$ cat config.mk
export PLATFORM = sky130hd
export DESIGN_NAME = multiturn_encoder_unwrap_top
export DESIGN_NICKNAME = d
export VERILOG_FILES = /design/src/rtl/mtu_pkg.sv /design/src/rtl/multiturn_encoder_unwrap_top.sv
export SDC_FILE = /design/constraint.sdc
export NUM_CORES = 2
export LEC_CHECK = 0
export ABC_CLOCK_PERIOD_IN_PS = 20800
export BUFFER_PORTS_ARGS = -buffer_cell sky130_fd_sc_hd__buf_4
export CAP_MARGIN = 30
export CORE_ASPECT_RATIO = 1.1
export CORE_MARGIN = 1
export CORE_UTILIZATION = 45
export DETAILED_ROUTE_END_ITERATION = 8
export GPL_ROUTABILITY_DRIVEN = 0
export HOLD_SLACK_MARGIN = 0.08
export SYNTH_ARGS = -nofsm -noshare
export SYNTH_HDL_FRONTEND = slang
export SYNTH_SLANG_ARGS = --single-unit
$ cat constraint.sdc
create_clock -name aclk -period 20.8 [get_ports aclk]
set_input_delay 0 -clock aclk [delete_from_list [all_inputs] [get_ports aclk]]
set_output_delay 0 -clock aclk [all_outputs]
set_load 0.03 [all_outputs]
$ cat src/rtl/mtu_pkg.sv
`timescale 1ns / 1ps
// Package for the multi-turn encoder unwrap block: field widths, register
// indexes and reset values. No dependencies.
package mtu_pkg;

    localparam int POS_W        = 16;   // raw_position and step_delta
    localparam int TOTAL_W      = 32;   // relative, absolute and near-turn totals
    localparam int SCALED_W     = 48;   // scaled_turns
    localparam int MUL_CHUNK_W  = 32;   // magnitude slice fed to the multiplier per cycle

    localparam int S_TDATA_W    = 16;
    localparam int M_TDATA_W    = POS_W + 3 * TOTAL_W + SCALED_W;

    localparam int CFG_IDX_W    = 1;
    localparam int CFG_DATA_W   = 16;

    typedef logic [CFG_IDX_W-1:0] cfg_idx_t;

    localparam cfg_idx_t REG_COUNTS_PER_REV = 1'b0;
    localparam cfg_idx_t REG_GEAR_RATIO     = 1'b1;

    localparam logic [CFG_DATA_W-1:0] CPR_RESET  = 16'd8192;
    localparam logic [CFG_DATA_W-1:0] GEAR_RESET = 16'd1;

endpackage

$ cat src/rtl/multiturn_encoder_unwrap_top.sv
`timescale 1ns / 1ps
// Each input transaction passes through the diff, fold, accumulate, near-turn, magnitude,
// multiply and radix-4 divide steps before the result is loaded into the output register;
// the next input transaction is taken only once the sequencer is back in idle.
// Only one item is in the sequencer at a time; a finished result waits in the output register.
// Synchronous active-low reset clears the accumulators, the first-sample flag and
// the handshakes, and restores counts_per_rev = 8192 and gear_ratio = 1.
// Depends on mtu_pkg.
module multiturn_encoder_unwrap_top #(
    parameter int ACC_WIDTH = 32,
    parameter int FRAC_BITS = 8
) (
    input  logic                             aclk,
    input  logic                             aresetn,
    // s_tdata: raw_position [15:0]
    input  logic                             s_tvalid,
    output logic                             s_tready,
    input  logic [mtu_pkg::S_TDATA_W-1:0]    s_tdata,
    // m_tdata: step_delta [15:0], relative_total [47:16], absolute_total [79:48],
    //          near_turn_total [111:80], scaled_turns [159:112]
    output logic                             m_tvalid,
    input  logic                             m_tready,
    output logic [mtu_pkg::M_TDATA_W-1:0]    m_tdata,
    input  logic                             cfg_valid,
    output logic                             cfg_ready,
    input  logic [mtu_pkg::CFG_IDX_W-1:0]    cfg_index,
    input  logic [mtu_pkg::CFG_DATA_W-1:0]   cfg_data
);
    import mtu_pkg::*;

    localparam int KW        = CFG_DATA_W + FRAC_BITS;          // gear_ratio << FRAC_BITS
    localparam int NCH       = (ACC_WIDTH + MUL_CHUNK_W - 1) / MUL_CHUNK_W;
    localparam int MW        = NCH * MUL_CHUNK_W;
    localparam int MULW      = MUL_CHUNK_W + KW;
    localparam int PW        = ACC_WIDTH + KW;
    localparam int DIV_STEPS = (PW + 1) / 2;
    localparam int PE        = 2 * DIV_STEPS;
    localparam int CNT_W     = $clog2(DIV_STEPS + 1);
    localparam int FW        = POS_W + 2;                       // fold arithmetic width

    typedef enum logic [3:0] {
        ST_IDLE, ST_DIFF, ST_FOLD, ST_ACC, ST_NEAR, ST_MAG, ST_MUL, ST_DIV, ST_DONE
    } state_t;

    state_t                          state_reg;
    logic [CFG_DATA_W-1:0]           counts_per_rev_reg;
    logic [CFG_DATA_W-1:0]           gear_ratio_reg;
    logic [POS_W-1:0]                raw_reg;
    logic [POS_W-1:0]                prev_position_reg;
    logic                            seen_first_reg;
    logic signed [POS_W-1:0]         step_reg;
    logic signed [ACC_WIDTH-1:0]     relative_acc_reg;
    logic signed [ACC_WIDTH-1:0]     absolute_acc_reg;
    logic signed [ACC_WIDTH-1:0]     near_turn_acc_reg;
    logic                            neg_reg;
    logic [MW-1:0]                   mag_reg;
    logic [MULW-1:0]                 mul_reg;
    logic [PE-1:0]                   prod_reg;
    logic [CNT_W-1:0]                cnt_reg;
    logic [POS_W-1:0]                rem_reg;
    logic [SCALED_W-1:0]             quo_reg;
    logic                            m_tvalid_reg;
    logic [M_TDATA_W-1:0]            m_tdata_reg;

    // Step forming and folding.
    logic [POS_W-1:0]                prev_eff;
    logic signed [POS_W-1:0]         diff_next;
    logic signed [FW-1:0]            half_s;
    logic signed [FW-1:0]            cpr_s;
    logic signed [FW-1:0]            e0_s;
    logic signed [POS_W-1:0]         fold1;
    logic signed [FW-1:0]            e1_s;
    logic signed [POS_W-1:0]         step_next;

    always_comb begin
        prev_eff  = seen_first_reg ? prev_position_reg : raw_reg;
        diff_next = signed'(raw_reg - prev_eff);
        half_s    = signed'({2'b00, 1'b0, counts_per_rev_reg[CFG_DATA_W-1:1]});
        cpr_s     = signed'({2'b00, counts_per_rev_reg});
        e0_s      = FW'(step_reg);
        fold1     = (e0_s > half_s) ? POS_W'(e0_s - cpr_s) : step_reg;
        e1_s      = FW'(fold1);
        step_next = (e1_s < -half_s) ? POS_W'(e1_s + cpr_s) : fold1;
    end

    // Accumulator update and near-turn fold.
    logic signed [ACC_WIDTH-1:0]     step_ext;
    logic signed [ACC_WIDTH-1:0]     cpr_acc;
    logic signed [ACC_WIDTH-1:0]     near_next;
    logic [ACC_WIDTH-1:0]            rel_u;
    logic [ACC_WIDTH-1:0]            mag_next;

    always_comb begin
        step_ext = ACC_WIDTH'(step_reg);
        cpr_acc  = signed'(ACC_WIDTH'(counts_per_rev_reg));
        if (near_turn_acc_reg > cpr_acc) begin
            near_next = near_turn_acc_reg - cpr_acc;
        end else if (near_turn_acc_reg < -cpr_acc) begin
            near_next = near_turn_acc_reg + cpr_acc;
        end else begin
            near_next = near_turn_acc_reg;
        end
        rel_u    = relative_acc_reg;
        mag_next = rel_u[ACC_WIDTH-1] ? (~rel_u + 1'b1) : rel_u;
    end

    // Multiplier operands: one 32-bit magnitude slice times the shifted gear ratio.
    logic [KW-1:0]                   mult_k;
    logic [MUL_CHUNK_W-1:0]          chunk;

    assign mult_k = KW'(gear_ratio_reg) << FRAC_BITS;
    assign chunk  = mag_reg[MW-1 -: MUL_CHUNK_W];

    // Two restoring division steps per cycle on the product held in prod_reg.
    logic [POS_W:0]                  div_t1;
    logic                            div_ge1;
    logic [POS_W-1:0]                div_r1;
    logic [POS_W:0]                  div_t2;
    logic                            div_ge2;
    logic [POS_W-1:0]                div_r2;

    always_comb begin
        div_t1  = {rem_reg, prod_reg[PE-1]};
        div_ge1 = div_t1 >= {1'b0, counts_per_rev_reg};
        div_r1  = div_ge1 ? POS_W'(div_t1 - {1'b0, counts_per_rev_reg}) : POS_W'(div_t1);
        div_t2  = {div_r1, prod_reg[PE-2]};
        div_ge2 = div_t2 >= {1'b0, counts_per_rev_reg};
        div_r2  = div_ge2 ? POS_W'(div_t2 - {1'b0, counts_per_rev_reg}) : POS_W'(div_t2);
    end

    logic [SCALED_W-1:0]             scaled;
    logic [M_TDATA_W-1:0]            result;

    always_comb begin
        if (counts_per_rev_reg == '0) begin
            scaled = '0;
        end else begin
            scaled = neg_reg ? (~quo_reg + 1'b1) : quo_reg;
        end
        result = {scaled, TOTAL_W'(near_turn_acc_reg), TOTAL_W'(absolute_acc_reg),
                  TOTAL_W'(relative_acc_reg), step_reg};
    end

    always_ff @(posedge aclk) begin
        if (!aresetn) begin
            state_reg          <= ST_IDLE;
            counts_per_rev_reg <= CPR_RESET;
            gear_ratio_reg     <= GEAR_RESET;
            prev_position_reg  <= '0;
            seen_first_reg     <= 1'b0;
            relative_acc_reg   <= '0;
            absolute_acc_reg   <= '0;
            near_turn_acc_reg  <= '0;
            cnt_reg            <= '0;
            m_tvalid_reg       <= 1'b0;
        end else begin
            if (cfg_valid) begin
                unique case (cfg_index)
                    REG_COUNTS_PER_REV: counts_per_rev_reg <= cfg_data;
                    REG_GEAR_RATIO:     gear_ratio_reg     <= cfg_data;
                    default: ;
                endcase
            end

            // In the done step the output register is handled there instead.
            if (m_tvalid_reg && m_tready && state_reg != ST_DONE) begin
                m_tvalid_reg <= 1'b0;
            end

            unique case (state_reg)
                ST_IDLE: begin
                    if (s_tvalid) begin
                        raw_reg   <= s_tdata[POS_W-1:0];
                        state_reg <= ST_DIFF;
                    end
                end
                ST_DIFF: begin
                    // The first sample seeds the absolute count and gives a zero step.
                    if (!seen_first_reg) begin
                        absolute_acc_reg <= absolute_acc_reg + signed'(ACC_WIDTH'(raw_reg));
                    end
                    seen_first_reg    <= 1'b1;
                    prev_position_reg <= raw_reg;
                    step_reg          <= diff_next;
                    state_reg         <= ST_FOLD;
                end
                ST_FOLD: begin
                    step_reg  <= step_next;
                    state_reg <= ST_ACC;
                end
                ST_ACC: begin
                    relative_acc_reg  <= relative_acc_reg + step_ext;
                    absolute_acc_reg  <= absolute_acc_reg + step_ext;
                    near_turn_acc_reg <= near_turn_acc_reg + step_ext;
                    state_reg         <= ST_NEAR;
                end
                ST_NEAR: begin
                    near_turn_acc_reg <= near_next;
                    state_reg         <= ST_MAG;
                end
                ST_MAG: begin
                    neg_reg   <= rel_u[ACC_WIDTH-1];
                    mag_reg   <= MW'(mag_next);
                    prod_reg  <= '0;
                    rem_reg   <= '0;
                    quo_reg   <= '0;
                    cnt_reg   <= '0;
                    state_reg <= ST_MUL;
                end
                ST_MUL: begin
                    // Slices go in from the top; each partial product is registered
                    // before it is folded into the running product.
                    if (cnt_reg < CNT_W'(NCH)) begin
                        mul_reg <= chunk * mult_k;
                        mag_reg <= mag_reg << MUL_CHUNK_W;
                    end
                    if (cnt_reg != '0) begin
                        prod_reg <= (prod_reg << MUL_CHUNK_W) + PE'(mul_reg);
                    end
                    if (cnt_reg == CNT_W'(NCH)) begin
                        cnt_reg   <= '0;
                        state_reg <= ST_DIV;
                    end else begin
                        cnt_reg <= cnt_reg + 1'b1;
                    end
                end
                ST_DIV: begin
                    rem_reg  <= div_r2;
                    quo_reg  <= {quo_reg[SCALED_W-3:0], div_ge1, div_ge2};
                    prod_reg <= prod_reg << 2;
                    if (cnt_reg == CNT_W'(DIV_STEPS - 1)) begin
                        state_reg <= ST_DONE;
                    end
                    cnt_reg <= cnt_reg + 1'b1;
                end
                ST_DONE: begin
                    if (!m_tvalid_reg || m_tready) begin
                        m_tdata_reg  <= result;
                        m_tvalid_reg <= 1'b1;
                        state_reg    <= ST_IDLE;
                    end
                end
                default: state_reg <= ST_IDLE;
            endcase
        end
    end

    assign s_tready  = (state_reg == ST_IDLE);
    assign m_tvalid  = m_tvalid_reg;
    assign m_tdata   = m_tdata_reg;
    assign cfg_ready = 1'b1;

    // An accepted transaction blocks the input until the sequencer returns to idle.
    a_busy_after_accept: assert property (@(posedge aclk) disable iff (!aresetn)
        s_tvalid && s_tready |=> !s_tready)
        else $error("input accepted twice in a row");

    // A result only appears from the final sequencer step.
    a_result_from_done: assert property (@(posedge aclk) disable iff (!aresetn)
        $rose(m_tvalid_reg) |-> $past(state_reg == ST_DONE))
        else $error("result raised outside the done step");

    // Every accepted sample has marked the first sample as seen once its diff step is done.
    a_first_seen: assert property (@(posedge aclk) disable iff (!aresetn)
        s_tvalid && s_tready |=> ##1 seen_first_reg)
        else $error("first-sample flag not set");

    // A zero revolution count forces the scaled output to zero.
    a_zero_cpr: assert property (@(posedge aclk) disable iff (!aresetn)
        $rose(m_tvalid_reg) && counts_per_rev_reg == '0
        |-> m_tdata_reg[M_TDATA_W-1 -: SCALED_W] == '0)
        else $error("scaled output nonzero with zero counts per revolution");

endmodule

# Word-level counts from Yosys, hierarchy flattened
# Index checks and enable logic that the tools add are counted.
# Widths: inputs -> output; s select.
op_classes:
  eq_ne: 19
  addsub: 17
  n_mul: 1
  n_reduce_logical: 26
  order_cmp: 7
  muxes: 29
  shift: 0
  n_bitwise: 3
  div_mod_pow: 0
op_table:
  columns: ["operator", "n"]
  rows:
  - ["$pmux 32 s2", 3]
  - ["$pmux 56 s3", 1]
  - ["$mux 32", 5]
  - ["$add 32x16->32", 3]
  - ["$pmux 48 s2", 1]
  - ["$mux 16", 5]
  - ["$add 32x17->32", 2]
  - ["$pmux 16 s2", 2]
  - ["$sub 16x16->16", 4]
  - ["$add 56x56->56", 1]
  - ["$mux 56", 1]
  - ["$add 48x1->48 const B", 1]
  - ["$mul 32x16->48", 1]
  - ["$mux 48", 1]
  - ["$not 48->48", 1]
  - ["$pmux 4 s9", 1]
  - ["$ge 17x16->1", 2]
  - ["$add 32x1->32 const B", 1]
  - ["$gt 32x17->1", 1]
  - ["$lt 32x32->1", 1]
  - ["$neg 16->32", 1]
  - ["$not 32->32", 1]
  - ["$sub 32x17->32", 1]
  - ["$lt 16x18->1", 1]
  - ["other kinds (30)", 60]
totals:
  ff_bits: 548
  mem_bits_ro: 0
  n_memories: 0
  out_inout_bits: 163
  word_cells: 122
  input_bits: 38
  latchBits: 0
  ram_bits: 0

# Longest topological paths before layout
logic_depth:
  depth_word: 5
  ltp_mapped: 26
  mapped_depth_nobuf: 24

# Worst setup path after synthesis
# Ideal clock, no wire load.
synth_timing:
  path_type: "reg2reg"
  start: "register state_reg[3]"
  end: "register m_tdata_reg[0] (netlist: m_tdata[0]), enable pin"
  path_stages_with_launch: 4
  period_less_slack_ns: 13.456
  setup_time_ns: 0.909
  t_required_ns: 19.891
  arrival_time_ns: 12.547
  slack_ns: 7.344
  path_buffers: 1
  cell_sequence: "dfxtp_1 -> clkbuf_1 -> nor4b_1 -> nor3b_1"
synth_between:
  elab_chain_cells: 2
synth_lines:
  columns: ["element", "line", "text"]
  rows:
  - ["start: declaration", "multiturn_encoder_unwrap_top.sv:45", "state_t state_reg;"]
  - ["start signal: assignment", "multiturn_encoder_unwrap_top.sv:146", "state_reg <= ST_IDLE;"]
  - ["start signal: assignment", "multiturn_encoder_unwrap_top.sv:174", "state_reg <= ST_DIFF;"]
  - ["start signal: assignment", "multiturn_encoder_unwrap_top.sv:185", "state_reg <= ST_FOLD;"]
  - ["$eq 4x4->1", "multiturn_encoder_unwrap_top.sv:170", "unique case (state_reg)"]
  - ["$reduce_and 3->1 (no line)", null, null]
  - ["end signal: assignment", "multiturn_encoder_unwrap_top.sv:238", "m_tdata_reg <= result;"]
  - ["end: declaration", "multiturn_encoder_unwrap_top.sv:63", "logic [M_TDATA_W-1:0] m_tdata_reg;"]
# No other way between the ends.
# A chain may end at the register's enable or synchronous reset.

# Final worst setup path
layout_timing:
  start: "register gear_ratio_reg[3]"
  end: "register mul_reg[55] (data pin)"
layout_between:
  elab_chain_cells: 1
layout_lines:
  columns: ["element", "line", "text"]
  rows:
  - ["start: declaration", "multiturn_encoder_unwrap_top.sv:47", "logic [CFG_DATA_W-1:0] gear_ratio_reg;"]
  - ["start signal: assignment", "multiturn_encoder_unwrap_top.sv:160", "REG_GEAR_RATIO: gear_ratio_reg <= cfg_data;"]
  - ["$mul 32x16->48", "multiturn_encoder_unwrap_top.sv:214", "mul_reg <= chunk * mult_k;"]
  - ["end signal: assignment", "multiturn_encoder_unwrap_top.sv:214", null]
  - ["end: declaration", "multiturn_encoder_unwrap_top.sv:57", "logic [MULW-1:0] mul_reg;"]
# No other way between the ends.

==> results by group <==
Timing
  – Worst Tran Pin Value: 0.9678 ns
  – RSZ-0062 raised after global routing: no
  – Layout Skew: 0.05155 ns
  – Count of final setup violators: 0
  – Total negative slack: 0 ns
  – Final Max Slew Viols: 0
  – Max Freq: 127.3 MHz
  – Period minus WS final: 7.855 ns
  – Hold_ws: 0.1576 ns
  – Crit share post-route: 37.77%
  – Worst slew margin: 35.29%
  – Endpoints failing hold: 0
  – Worst setup margin: 12.94 ns

Drt
  – DRC: 0
  – Routed len/inst: 19.97 um
  – TritonRoute pass-1 iters: 8
  – Post-DRT Antenna Nets: 0
  – Via count: 38.69k
  – Avg Vias per Cell: 5.576
  – Final Routed Wirelength: 138600 um
  – 1st-iter DRT viols: 2576

Global routing
  – M3 GR Usage: 3.209%
  – First-pass GRT wire length: 217300 um
  – Vias in the first global route: 38.80k
  – GRT met2 Usage: 43.36%
  – GRT overflow: 0
  – Gr busiest metal: met2
  – Pin count of the biggest net entering global routing: 93
  – Met1 Resource Use GR: 31.61%
  – GRT Resource Usage Total: 24.59%
  – Initial antenna violation count: 3

Pwr
  – Worst VDD drop: 0.00007598 V
  – Pleak: 0.02410 uW
  – Overall Power: 3588 uW
  – PwrDens: 64.93 nW/um^2

Layout
  – FILL cells: 10.17k
  – Storage element area: 14670 um^2
  – Multi-input gate area: 32130 um^2
  – Max reg flops: 160
  – Layout net count: 6344
  – Area Overhead vs Synth: 11.53%
  – Antenna Cells: 0
  – Design Area, Final: 55260 um^2
  – Layout cells sized above 1: 7.681%

Worst setup path
  – Crit. End Element: flip-flop
  – Crit path launch type: flip-flop
  – Arrival time worst endpoint: 8.26 ns
  – CP top delay family: adder cells
  – Critical setup path kind: reg2reg
  – CP peak stage delay: 0.93 ns
  – Crit-path cells: nand2_1 > fa_1 > fa_1 > fa_1 > fa_1 > inv_1 > fa_1 > inv_1 > fa_1 > inv_1 > ha_1 > and3_1 > nand2_1 > a211oi_1 > o21ai_0 > a21oi_1 > a31o_2 > a41oi_1 > o31a_1 > o21ai_0 > xnor2_1
  – CP Buf/Inv Count: 3
  – Worst EP required: 21.20 ns
  – Most used cell, CP: fa_1
  – Worst-path fanout max: 33
  – Slowest CP cell: dfxtp_2

Clock tree
  – CTS Buffer Depth: 3
  – Clk_lat worst skew: 0.69 ns
  – Total CTS buffers: 60
  – CTS Sinks: 540
  – Post-cts resize count: 0
  – Clock slew at the register clock pins of the worst setup and hold paths: 0.07 ns
  – Post CTS Setup Buffer Count: 0
  – TritonCTS clock tree: built
  – H-tree depth: 2
  – Root Buffer: clkbuf_16

Job
  – Max-cap viol count: 0

Synthesis
  – Mean Syn Cell Area: 9.350 um^2
  – #FFs+latches synth: 540
  – Sequential fraction of the synthesis area: 29.60%
  – Ys async rst share: 0%
  – Unique masters post-synth: 85
  – Synthesis warning total: 0
  – Ys flop type: edfxtp_1
  – Syn Nets: 6174
  – Post-Synthesis Cells: 5299
  – Post-synth EDFFs: 385
  – Area of the mapped netlist: 49550 um^2

Hold path
  – Worst min path class: in2reg

Floorplan
  – Starting Density: 45.45%
  – Core area: 109000 um^2
  – Die width: 318.4 um
  – Die Y: 350.0 um
  – Cell Rows: 127
  – I/O pin count: 201
  – Die area: 111400 um^2

Placement
  – PortBufs: 199
  – Placed Area: 52550 um^2
  – Place WS: 13.01 ns
  – DP HPWL: 102800 um

Run status
  – Status: finished clean
[Yosys cell counts (15+ instances only)]
master	number	area, um^2
a211oi_1	43	322.8
a21o_1	96	720.7
a21oi_1	338	1692
a22o_1	47	411.6
a31oi_1	29	181.4
and2_1	267	1670
and3_1	31	193.9
clkbuf_1	200	750.7
dfxtp_1	155	3103
edfxtp_1	385	11560
fa_1	429	8588
ha_1	408	5105
inv_1	531	1993
mux2i_1	40	400.4
nand2_1	740	2778
nand2b_1	46	287.8
nand3_1	73	365.4
nand4_1	45	281.5
nor2_1	315	1182
nor2b_1	43	269.0
nor3_1	77	385.4
nor4_1	18	112.6
o211ai_1	41	307.8
o21a_1	32	240.2
o21ai_0	189	945.9
o21bai_1	25	187.7
o31ai_1	43	322.8
o41ai_1	15	131.4
or3_1	27	168.9
or4_1	22	165.2
xnor2_1	165	1445
xor2_1	140	1226
[power breakdown]
part | leakage, uW | total (uW) | switching, uW | internal [uW]
Sequential | 0.00491 | 1240 | 41.1 | 1200
Clock | 0.000943 | 1070 | 474 | 598
Combinational | 0.0183 | 1280 | 764 | 511
[cell type report]
cell class,count,share of cell area (%)
multi-input combinational,4007,58.16
timing repair buffer,327,4.905
sequential,540,26.55
clock inverter,40,0.6521
tap,1419,3.213
clock buffer,73,2.898
inverter,533,3.625
[metrics by stage]
step,utilization (%),instances
floorplan,-,5299
global route,50.69,6939
detailed placement,48.21,6754
finish,50.69,6939
CTS,50.65,6937
global placement,48.14,6751
[timing repair]
action,in CTS,in global routing
setup endpoints to repair,0,0
hold endpoints to repair,96,0
hold buffers,70,0
[per-layer routing]
metal	up-vias	wire length, um
met1	19000	58850
li1	18440	-
met3	208	7718
met2	1037	68170
met4	0	3838
met5	-	0
[worst min-delay path, stage by stage]
cell           delay [ns]
dlygate4sd3_1        0.53
buf_4                0.16
nand2_1              0.06
a21oi_1              0.05
[final timing paths]
check,from,endpoint,slack (ns),depth (start not counted)
worst max-delay path,gear_ratio_reg[3],mul_reg[55],12.94,21
worst min-delay path,cfg_data[14],counts_per_rev_reg[14],0.16,4
worst max register to register,gear_ratio_reg[3],mul_reg[55],12.94,21
worst min register to register,prev_position_reg[13],prev_position_reg[13],0.45,2
[cell families after synthesis]
family | Yosys count | share of synthesized area (%)
buffers and inverters | 752 | 5.735
and+or+nand+nor | 1774 | 17.04
adders and majority gates | 837 | 27.64
muxes | 51 | 1.058
other | 1 | 0.007569
DFF | 540 | 29.60
AOI/OAI and AO/OA | 1039 | 13.53
xor gates and xnor gates | 305 | 5.392
[cell usage in the layout (no fill, tap or decap), types with 15 or more instances in the layout]
cell type        n
ha_1           408
clkbuf_16       61
or3_1           27
dlygate4sd3_1   70
o21bai_1        25
buf_4          252
nand2b_1        46
o21a_1          32
a21o_1          96
clkinv_1        18
nor3_1          73
nor2b_1         43
nor2_1         312
inv_1          530
a211oi_1        43
a22o_1          47
and3_1          29
o21ai_0        189
or4_1           22
nand2_1        740
fa_1           429
nand3_1         72
o211ai_1        41
xor2_1         140
a31oi_1         29
o31ai_1         43
edfxtp_1       385
and2_1         267
mux2i_1         40
nand4_1         45
dfxtp_1        150
xnor2_1        165
a21oi_1        336
o41ai_1         15
nor4_1          18
(Power assumes the default switching activity.)
